## config.mk

```make
export PLATFORM = sky130hd
export DESIGN_NAME = smeu_ctrl
export DESIGN_NICKNAME = d
export VERILOG_FILES = /design/src/rtl/smeu_pkg.sv /design/src/rtl/smeu_ctrl.sv
export SDC_FILE = /design/constraint.sdc
export NUM_CORES = 1
export LEC_CHECK = 0
export BUFFER_PORTS_ARGS = -buffer_cell sky130_fd_sc_hd__buf_2
export CAP_MARGIN = 5
export CORE_AREA = 2 2 39 41
export CTS_CLUSTER_SIZE = 12
export DETAILED_ROUTE_END_ITERATION = 10
export DIE_AREA = 0 0 41 43
export MAX_ROUTING_LAYER = met4
export SYNTH_ARGS = -nofsm -noshare
export SYNTH_HDL_FRONTEND = slang
export SYNTH_SLANG_ARGS = --single-unit
```

## constraint.sdc

```tcl
create_clock -name i_clk -period 2 [get_ports i_clk]
set_input_delay 0.1 -clock i_clk [delete_from_list [all_inputs] [get_ports i_clk]]
set_output_delay 0.1 -clock i_clk [all_outputs]
set_load 0.05 [all_outputs]
```

## src/rtl/smeu_pkg.sv

```systemverilog
package smeu_pkg;

    localparam int StackDepth  = 64;
    localparam int ReturnDepth = 16;
    localparam int DataDepth   = 256;
    localparam int PcBits      = 16;

    localparam int SpW = $clog2(StackDepth + 1);
    localparam int SaW = $clog2(StackDepth);
    localparam int RpW = $clog2(ReturnDepth + 1);
    localparam int RaW = (ReturnDepth > 1) ? $clog2(ReturnDepth) : 1;
    localparam int ExW = $clog2(DataDepth + 1);
    localparam int DaW = (DataDepth > 1) ? $clog2(DataDepth) : 1;

    typedef enum logic [4:0] {
        OP_NOP = 5'd0, OP_EXIT = 5'd1, OP_PUSHI = 5'd2, OP_POP = 5'd3,
        OP_LOAD = 5'd4, OP_STORE = 5'd5, OP_DUP = 5'd6, OP_SWAP = 5'd7,
        OP_ADD = 5'd8, OP_NEG = 5'd9, OP_MUL = 5'd10, OP_DIV = 5'd11,
        OP_PRINTNUM = 5'd12, OP_PRINTSTR = 5'd13, OP_JUMP = 5'd14, OP_JZ = 5'd15,
        OP_JNZ = 5'd16, OP_CALL = 5'd17, OP_RET = 5'd18, OP_ALLOC = 5'd19
    } t_op;

    localparam logic [1:0] KIND_NONE = 2'd0;
    localparam logic [1:0] KIND_NUM  = 2'd1;
    localparam logic [1:0] KIND_STR  = 2'd2;
    localparam logic [1:0] KIND_HALT = 2'd3;

    localparam logic [2:0] ERR_OK      = 3'd0;
    localparam logic [2:0] ERR_SUNDER  = 3'd1;
    localparam logic [2:0] ERR_SOVER   = 3'd2;
    localparam logic [2:0] ERR_RUNDER  = 3'd3;
    localparam logic [2:0] ERR_ROVER   = 3'd4;
    localparam logic [2:0] ERR_DIVZERO = 3'd5;
    localparam logic [2:0] ERR_ADDR    = 3'd6;

    typedef enum logic [2:0] {
        ST_IDLE, ST_READ, ST_EXEC, ST_DIV, ST_OUT
    } t_state;

    typedef struct packed {
        logic capture;
        logic read;
        logic exec;
        logic div_start;
        logic div_done_wr;
        logic out_taken;
    } t_cmd;

    typedef struct packed {
        logic is_div;
        logic is_mul;
        logic div_busy;
    } t_status;

endpackage

```

## src/rtl/smeu_ctrl.sv

```systemverilog
module smeu_ctrl (
    input  logic               i_clk,
    input  logic               i_rst_n,
    input  logic               i_in_valid,
    output logic               o_in_ready,
    output logic               o_out_valid,
    input  logic               i_out_ready,
    input  smeu_pkg::t_status  i_status,
    output smeu_pkg::t_cmd     o_cmd
);
    smeu_pkg::t_state r_state, n_state;

    always_ff @(posedge i_clk) begin
        if (!i_rst_n) r_state <= smeu_pkg::ST_IDLE;
        else r_state <= n_state;
    end

    always_comb begin
        n_state = r_state;
        o_cmd = '0;
        o_in_ready = 1'b0;
        o_out_valid = 1'b0;
        unique case (r_state)
            smeu_pkg::ST_IDLE: begin
                o_in_ready = 1'b1;
                if (i_in_valid) begin
                    o_cmd.capture = 1'b1;
                    n_state = smeu_pkg::ST_READ;
                end
            end
            smeu_pkg::ST_READ: begin
                o_cmd.read = 1'b1;
                n_state = smeu_pkg::ST_EXEC;
            end
            smeu_pkg::ST_EXEC: begin
                o_cmd.exec = 1'b1;
                if (i_status.is_div) begin
                    o_cmd.div_start = 1'b1;
                    n_state = smeu_pkg::ST_DIV;
                end else if (i_status.is_mul) begin
                    n_state = smeu_pkg::ST_DIV;
                end else begin
                    o_cmd.div_done_wr = 1'b1;
                    n_state = smeu_pkg::ST_OUT;
                end
            end
            smeu_pkg::ST_DIV: begin
                o_cmd.exec = 1'b1;
                if (!i_status.div_busy) begin
                    o_cmd.div_done_wr = 1'b1;
                    n_state = smeu_pkg::ST_OUT;
                end
            end
            smeu_pkg::ST_OUT: begin
                o_out_valid = 1'b1;
                if (i_out_ready) begin
                    o_cmd.out_taken = 1'b1;
                    n_state = smeu_pkg::ST_IDLE;
                end
            end
            default: n_state = smeu_pkg::ST_IDLE;
        endcase
    end
endmodule

```

==> metrics.md, run 1 <==
| Metric | Value |
|---|---|
| Max_cap viols | `0` |
| Crit-path slowest cell | `dfxtp_1` |
| Wirelength per Cell | `~9.4 um` |
| Psw | `roughly 340 uW` |
| Detailed-route wire length | `~610 um` |
| Max reg flops | `3` |
| Clock transition at path regs | `~0.040 ns` |
| Share of total power in combinational logic | `0.608` |
| CP Max Fanout | `8` |
| Power density over the cells | `about 1700 nW/um2` |
| Chip height | `~43 um` |
| R2R Path Start | `r_state[0]` |
| Die ar. | `roughly 1800 um2` |
| CORE AREA | `1380 um2` |
| CTS-repair resized insts | `0` |
| Mapped Nets | `a little over 40` |
| Layout cell share with drive strength beyond 1 | `0.510` |
| Hold Crit Class | `input pin to flip-flop` |
| Worst skew pair latency | `around 0.24 ns` |
| Hold Crit Start | `i_rst_n` |
| Vias per cell | `4.49` |
| Peak Freq | `between 600 and 700 MHz` |
| Area Overhead vs Synth | `34.2%` |
| Final clock skew | `around 0.0044 ns` |
| Maximum vdd drop | `0.000505 V` |
| Unrepaired setup endpoints after global routing | `false` |
| Buffers plus inverters on the worst setup path | `1` |
| Switching Share | `0.546` |
| Setup-failing EPs final | `0` |
| Count of cell types in the netlist | `23` |
| Initial core utilization | `0.201` |
| Initial antenna violation count | `0` |
| First-pass GRT wire length | `1010 um` |
| Seq/Total Area, Yosys | `0.216` |
| Post-CTS Setup Bufs | `0` |
| Initial DRC Count | `3` |
| Critical path cell sequence | `nand2b_4, nor3b_1, buf_2` |
| GR Util All Layers | `0.0926` |
| Measured slew at the worst slew-check pin | `approximately 0.41 ns` |
| Crit start category | `flip-flop` |
| Most flops, register | `r_state` |
| Post-synth top cells | `a21oi_1, dfxtp_1, nor3_1` |
| Number of global-route vias before repair | `roughly 260` |
| Setup ws final | `~0.55 ns` |
| Syn Area/Cell | `roughly 8 um2` |
| GP Congestion | `0.682` |
| Setup WS pre-CTS | `between 0.7 and 0.8 ns` |
| FF+latch count, synth | `3` |
| Clock Sinks | `3` |
| Final Hold Fails | `0` |
| Largest net degree at the start of global routing | `13` |
| Hold slack | `~0.11 ns` |
| Total CTS buffers | `3` |
| Cells after DPL | `61` |
| Pleak | `between 0.15 and 0.2 nW` |
| I/O Pins | `15` |
| Cell type with the largest total area after synthesis | `dfxtp_1` |
| YS warnings | `0` |
| Critical path capture point type | `output pin` |
| DP HPWL | `~480 um` |
| Nets | `57` |
| CP Data Arrival Time | `roughly 1.4 ns` |
| CP required | `1.90 ns` |
| First-pass DRT Iterations | `3` |
| Bufs on Longest Clock Path | `2` |
| Post-synth EDFFs | `0` |
| Largest registers | `r_state x3` |
| Int Pwr | `283 uW` |
| Fillers | `165` |
| Final min period | `~1.5 ns` |
| Hold-fix buffers, CTS | `0` |
| Cell Area, Synth | `approximately 280 um2` |
| FP Rows | `14` |
| CP top delay family | `flip-flops` |
| Antenna Cells | `0` |
| Async SR Flop Fraction | `0` |
| Period utilization | `0.725` |
| Top-area cell type share of the netlist area | `0.216` |
| Port buffer count | `14` |
| Worst stage delay on the critical path | `0.53 ns` |
| Setup TNS | `0 ns` |
| Max-slew violation count | `0` |
| DR vias | `292` |
| Status | `completed` |
| Gate Count Post-Synth | `34` |
| GRT Residual Overflow | `0` |
| Clk root buf | `clkbuf_4` |
| Final Non-Filler Cells | `between 60 and 70` |
| H-Tree Depth | `1` |
| Ranking of synthesized cells by area | `dfxtp_1, mux2i_1, o21ba_4` |
| Type of the worst setup path | `flip-flop to output pin` |
| Clock Power Share | `0.175` |
| Ys flop type | `dfxtp_1` |
| Die Width | `between 40 and 50 um` |
| # DRC | `0` |
| ANT nets after route | `0` |
| Seq pwr share | `0.217` |
| CTS tree | `yes` |
| Slew headroom | `0.724` |
| CP startpoint | `r_state[1]` |
## through the flow
stage	util	power (mW)	area (um2)
global route	0.269	0.679	373
floorplan	-	0.472	283
finish	0.269	0.625	373
detailed placement	0.250	0.519	347
CTS	0.269	0.634	373
global placement	0.250	0.518	347
## logic make-up after synthesis
kind of cell	after synthesis	synth area share
and+or+nand+nor	15	0.333
DFF	3	0.216
buffers and inverters	5	0.122
muxes	2	0.0721
AOI/OAI and AO/OA	9	0.257
## power groups by stage
stage	Combinational [mW]	Clock (mW)	Sequential [mW]
6_report	0.380	0.109	0.136
4_1_cts	0.384	0.115	0.135
3_5_place_dp	0.383	0	0.136
5_1_grt	0.412	0.121	0.146
2_1_floorplan	0.384	0	0.0878
3_3_place_gp	0.383	0	0.135
## final cells by class
type	count	area (um2)	area share
Multi-Input combinational cell	26	189	0.507
Timing Repair Buffer	14	70.1	0.188
Clock buffer	4	26.3	0.0705
Inverter	2	7.51	0.0201
Sequential cell	3	60.1	0.161
Tap cell	16	20.0	0.0537
## cells in the final DEF (no fill, tap or decap), types with 2 or more instances in the layout
cell type,netlist,layout
a21oi_1,3,3
buf_2,0,14
clkbuf_4,0,3
dfxtp_1,3,3
mux2i_1,2,2
nand2_1,2,2
nor2_1,2,2
nor3_1,3,2
nor3b_1,2,2
## final timing paths
| path | endpoint | slack [ns] | depth (start not counted) |
|---|---|---|---|
| worst max-delay path | o_cmd[2] | 0.55 | 3 |
| worst max register to register | r_state[1] | 0.81 | 4 |
| worst min-delay path | r_state[2] | 0.11 | 2 |
| worst min register to register | r_state[2] | 0.67 | 1 |
## metal layers
layer / wire length [um] / global-route usage
met1: 246 / 0.0965
met2: 303 / 0.131
met3: 62 / 0.0942
met4: 0 / 0
met5: 0 / -
No activity file was read; power rests on OpenSTA's default activity.
==> run 2: changes to the inputs <==
Clock period 2 ns to 1.5 ns, I/O delays scaled along.
==> run 2 against run 1 <==
Compared with the run above:
- utilization rose by 0.54 points
- non-clock buffer count did not move
- final cell count did not move
- clock power rose by 33%
- critical path type unchanged
- critical endpoint unchanged
==> metrics.md, run 2 (synthesized netlist as in run 1, its figures left out) <==
| Metric | Value |
|---|---|
| Final min period | `~1.3 ns` |
| Util after Layout | `0.275` |
| Period utilization | `0.898` |
| Die ar. | `between 1500 and 2000 um2` |
| Total CTS buffers | `3` |
| Initial core utilization | `0.201` |
| Critical path capture point type | `output pin` |
| Met2 routed wirelength | `338 um` |
| Routed length on met3 | `roughly 55 um` |
| Detailed-route wire length | `616 um` |
| Setup TNS | `0 ns` |
| Status | `completed` |
| Vias per cell | `4.43` |
| Post-Route M1 WL | `~210 um` |
| Antenna Cells | `0` |
| CP required | `between 1 and 1.5 ns` |
| Initial antenna violation count | `0` |
| Worst R2R Setup Slack | `approximately 0.32 ns` |
| Port buffer count | `14` |
| H-Tree Depth | `1` |
| Hold-fix buffers, CTS | `0` |
| GP Congestion | `0.652` |
| DR vias | `288` |
| Clock transition at path regs | `0.03 ns` |
| Bufs on Longest Clock Path | `2` |
| FP Rows | `14` |
| CP Data Arrival Time | `1.27 ns` |
| DR top layer | `met4` |
| Max_cap viols | `0` |
| I/O Pins | `15` |
| Power density over the cells | `between 2000 and 2500 nW/um2` |
| Post-CTS Setup Bufs | `0` |
| # DRC | `0` |
| Crit start category | `flip-flop` |
| Area Overhead vs Synth | `36.9%` |
| Type of the worst setup path | `flip-flop to output pin` |
| Layout cell share with drive strength beyond 1 | `0.571` |
| Slew headroom | `0.801` |
| Largest registers | `r_state x3` |
| Commonest non-fill, non-tap cell in the layout | `buf_2` |
| GR Util All Layers | `0.0967` |
| Initial DRC Count | `8` |
| Worst skew pair latency | `about 0.24 ns` |
| Total power | `roughly 840 uW` |
| Setup-failing EPs final | `0` |
| DP HPWL | `between 500 and 600 um` |
| Unrepaired setup endpoints after global routing | `false` |
| Wirelength per Cell | `9.48 um` |
| Maximum vdd drop | `0.000348 V` |
| Clock Sinks | `3` |
| Most flops, register | `r_state` |
| GRT Residual Overflow | `0` |
| CTS tree | `yes` |
| Final clock skew | `0.00218 ns` |
| First-pass GRT wire length | `approximately 1000 um` |
| Most frequent cells in the layout | `buf_2, a21oi_1, clkbuf_4` |
| Max-slew violation count | `0` |
| ANT nets after route | `0` |
| Chip height | `roughly 43 um` |
| Final Hold Fails | `0` |
| CORE AREA | `between 1000 and 1500 um2` |
| Final instance area | `~380 um2` |
| First-pass DRT Iterations | `4` |
| Largest net degree at the start of global routing | `13` |
| Pleak | `~0.19 nW` |
| Clk root buf | `clkbuf_4` |
| Peak Freq | `approximately 740 MHz` |
| Number of global-route vias before repair | `around 270` |
| Die Width | `between 40 and 50 um` |
| Max reg flops | `3` |
| Cell Area, Placed | `around 350 um2` |
| CP Max Fanout | `9` |
| Measured slew at the worst slew-check pin | `between 0.2 and 0.3 ns` |
| Hold Crit Class | `input pin to flip-flop` |
| Nets | `57` |
run 2: metrics by stage:
step | hold slack, ns | setup WS, ns | cells
5_1_grt | 0.0845 | 0.0816 | 65
3_5_place_dp | 0.329 | 0.296 | 61
2_1_floorplan | 0.208 | -0.246 | 34
3_3_place_gp | 0.324 | 0.303 | 61
4_1_cts | 0.0849 | 0.0578 | 65
6_report | 0.0826 | 0.154 | 65
run 2: power breakdown:
part	internal, mW	leakage, nW	switching [mW]
sequential	0.111	0.0254	0.0761
clock	0.0999	0.0150	0.0449
combinational	0.173	0.151	0.337
run 2: worst paths after layout:
check / from / to / cells after the start
hold / removal: i_rst_n / r_state[2] / 2
setup reg to reg: r_state[2] / r_state[0] / 4
hold reg to reg: r_state[2] / r_state[2] / 1
setup / recovery: r_state[2] / o_cmd[2] / 3
run 2: routing by layer:
metal  vias to the layer above  track usage
li1                        150            -
met1                       128       0.0932
met2                         8        0.138
met3                         2       0.0471
met4                         0       0.0800
met5                         -            -
run 2: layout make-up:
| class | count | area, um2 |
|---|---|---|
| clock buffers | 4 | 26.3 |
| repair buffers | 14 | 70.1 |
| fillers | 170 | 1000 |
| inverters | 2 | 7.51 |
| flip-flops and latches | 3 | 62.6 |
| multi-input cells | 26 | 194 |
| well taps | 16 | 20.0 |
run 2: worst max-delay path, cell delays in order, from the launching register on:
cell	delay, ns
dfxtp_1	0.38
nand2b_4	0.20
nor3b_2	0.17
buf_2	0.28
run 2: repair_timing:
item,in CTS,in global routing
setup endpoints to repair,0,2
endpoints found under the hold margin,0,0
gates resized for setup,0,2
==> run 3: changes to the inputs <==
Settings changed: GPL_TIMING_DRIVEN from default to 0.
==> run 3 against run 2 <==
Compared with the run above:
- register-to-register slack improved by 0.10 ns
- sequential power is 37% lower
- critical path depth increased by 1
- die area unchanged
- total power increased by 3.6%
- final cell count rose by 4.6%
- sequential share of layout area shrank 1.7 points
- maximum frequency shrank 0.65%
- count of clock-buffer cells in the layout unchanged
- highest routed layer is now met3
==> metrics.md, run 3 (synthesized netlist as in run 1, its figures left out) <==
| Metric | Value |
|---|---|
| Max_cap viols | `0` |
| Nets | `60` |
| Pleak | `a little over 0.2 nW` |
| Bufs on Longest Clock Path | `2` |
| Die Width | `between 40 and 50 um` |
| Cell Area, Placed | `378 um2` |
| GRT Residual Overflow | `0` |
| Unrepaired setup endpoints after global routing | `false` |
| Layout cell share with drive strength beyond 1 | `0.558` |
| Final min period | `roughly 1.4 ns` |
| Largest registers | `r_state x3` |
| Peak Freq | `738 MHz` |
| Setup TNS | `0 ns` |
| Worst reg2reg path depth | `5` |
| Most frequent cells in the layout | `buf_2, buf_4, a21oi_1, clkbuf_4, dfxtp_1` |
| Setup ws final | `between 0.1 and 0.15 ns` |
| Max-slew violation count | `0` |
| Setup-failing EPs final | `0` |
| CP Max Fanout | `10` |
| Area Overhead vs Synth | `46.4%` |
| Port buffer count | `14` |
| Initial DRC Count | `2` |
| Clock Sinks | `3` |
| Final Non-Filler Cells | `68` |
| GP Congestion | `a little over 0.7` |
| CP required | `roughly 1.4 ns` |
| Hold Crit Class | `input pin to flip-flop` |
| GR Util All Layers | `0.0854` |
| ANT nets after route | `0` |
| Clk root buf | `clkbuf_4` |
| First-pass DRT Iterations | `4` |
| Fillers | `~170` |
| Post-CTS Setup Bufs | `0` |
| Power density over the cells | `about 2100 nW/um2` |
| CTS tree | `yes` |
| Multi-input logic area | `about 190 um2` |
| First-pass GRT wire length | `between 900 and 1000 um` |
| RR Endpoint | `r_state[1]` |
| DP HPWL | `461 um` |
| Initial core utilization | `0.201` |
| Final instance area | `slightly above 400 um2` |
| Worst R2R Setup Slack | `approximately 0.42 ns` |
| Cells after DPL | `64` |
| Register area | `~60 um2` |
| Type of the worst setup path | `flip-flop to output pin` |
| Setup WS pre-CTS | `roughly 0.37 ns` |
| Vias per cell | `roughly 4.3` |
| Commonest non-fill, non-tap cell in the layout | `buf_2` |
| Measured slew at the worst slew-check pin | `0.248 ns` |
| Period utilization | `0.903` |
| Worst Setup EP | `o_cmd[0]` |
| Final Hold Fails | `0` |
| Worst skew pair latency | `~0.23 ns` |
| Die ar. | `1760 um2` |
| Hold slack | `around 0.09 ns` |
| Max reg flops | `3` |
| CORE AREA | `about 1400 um2` |
| Clock transition at path regs | `around 0.040 ns` |
| Crit start category | `flip-flop` |
| FP Rows | `14` |
| Wirelength per Cell | `between 8 and 9 um` |
| Number of global-route vias before repair | `between 200 and 300` |
| I/O Pins | `15` |
| Final clock skew | `0.0000215 ns` |
| H-Tree Depth | `1` |
| DR vias | `a little under 300` |
| Antenna Cells | `0` |
| Critical path capture point type | `output pin` |
| Util after Layout | `0.294` |
| Total power | `around 870 uW` |
| Largest net degree at the start of global routing | `11` |
| Chip height | `43 um` |
| Maximum vdd drop | `slightly above 0.0005 V` |
| CTS-repair resized insts | `0` |
| Most flops, register | `r_state` |
| # DRC | `0` |
| Initial antenna violation count | `0` |
| Detailed-route wire length | `about 570 um` |
| Total CTS buffers | `3` |
| Status | `completed` |
| Hold-fix buffers, CTS | `0` |
| CP Data Arrival Time | `approximately 1.3 ns` |
| CP startpoint | `r_state[0]` |
| Slew headroom | `0.836` |
| R2R Path Start | `r_state[2]` |
## run 3: cell count changes in the layout (fill, tap and decap cells not counted), sizes merged
cell | previous run | this run
buf | 14 | 17
## run 3: routing by layer
layer | share of wire | track usage | vias up
li1 | - | - | 155
met1 | 0.41 | 0.0804 | 129
met2 | 0.53 | 0.125 | 6
met3 | 0.052 | 0.0157 | 0
met4 | 0 | 0.100 | 0
met5 | 0 | - | -
## run 3: worst min path at each step
stage	from	to	slack, ns	cells after the start
after detailed placement	i_rst_n	r_state[2]	0.33	2
final	i_rst_n	r_state[2]	0.09	2
after global placement	i_rst_n	r_state[2]	0.33	2
after global routing	i_rst_n	r_state[2]	0.11	2
after floorplan	i_rst_n	r_state[2]	0.21	1
after CTS	i_rst_n	r_state[2]	0.08	2
## run 3: area by class of cell
class	instances	area share
multi-input cells	26	0.477
repair buffers	14	0.178
flip-flops and latches	3	0.148
clock buffers	4	0.0646
plain buffers	3	0.0646
well taps	16	0.0492
inverters	2	0.0185
## run 3: where the power goes
group	total (mW)	switching, mW	internal [mW]
logic	0.617	0.405	0.211
clock network	0.140	0.0400	0.0996
registers	0.117	0.0107	0.106
total	0.873	0.456	0.417
## run 3: critical path, cell delays in order, from the launching register on
cell and delay, ns:
dfxtp_1 0.31, buf_4 0.17, nor2_2 0.14, and3_2 0.18
buf_2 0.25
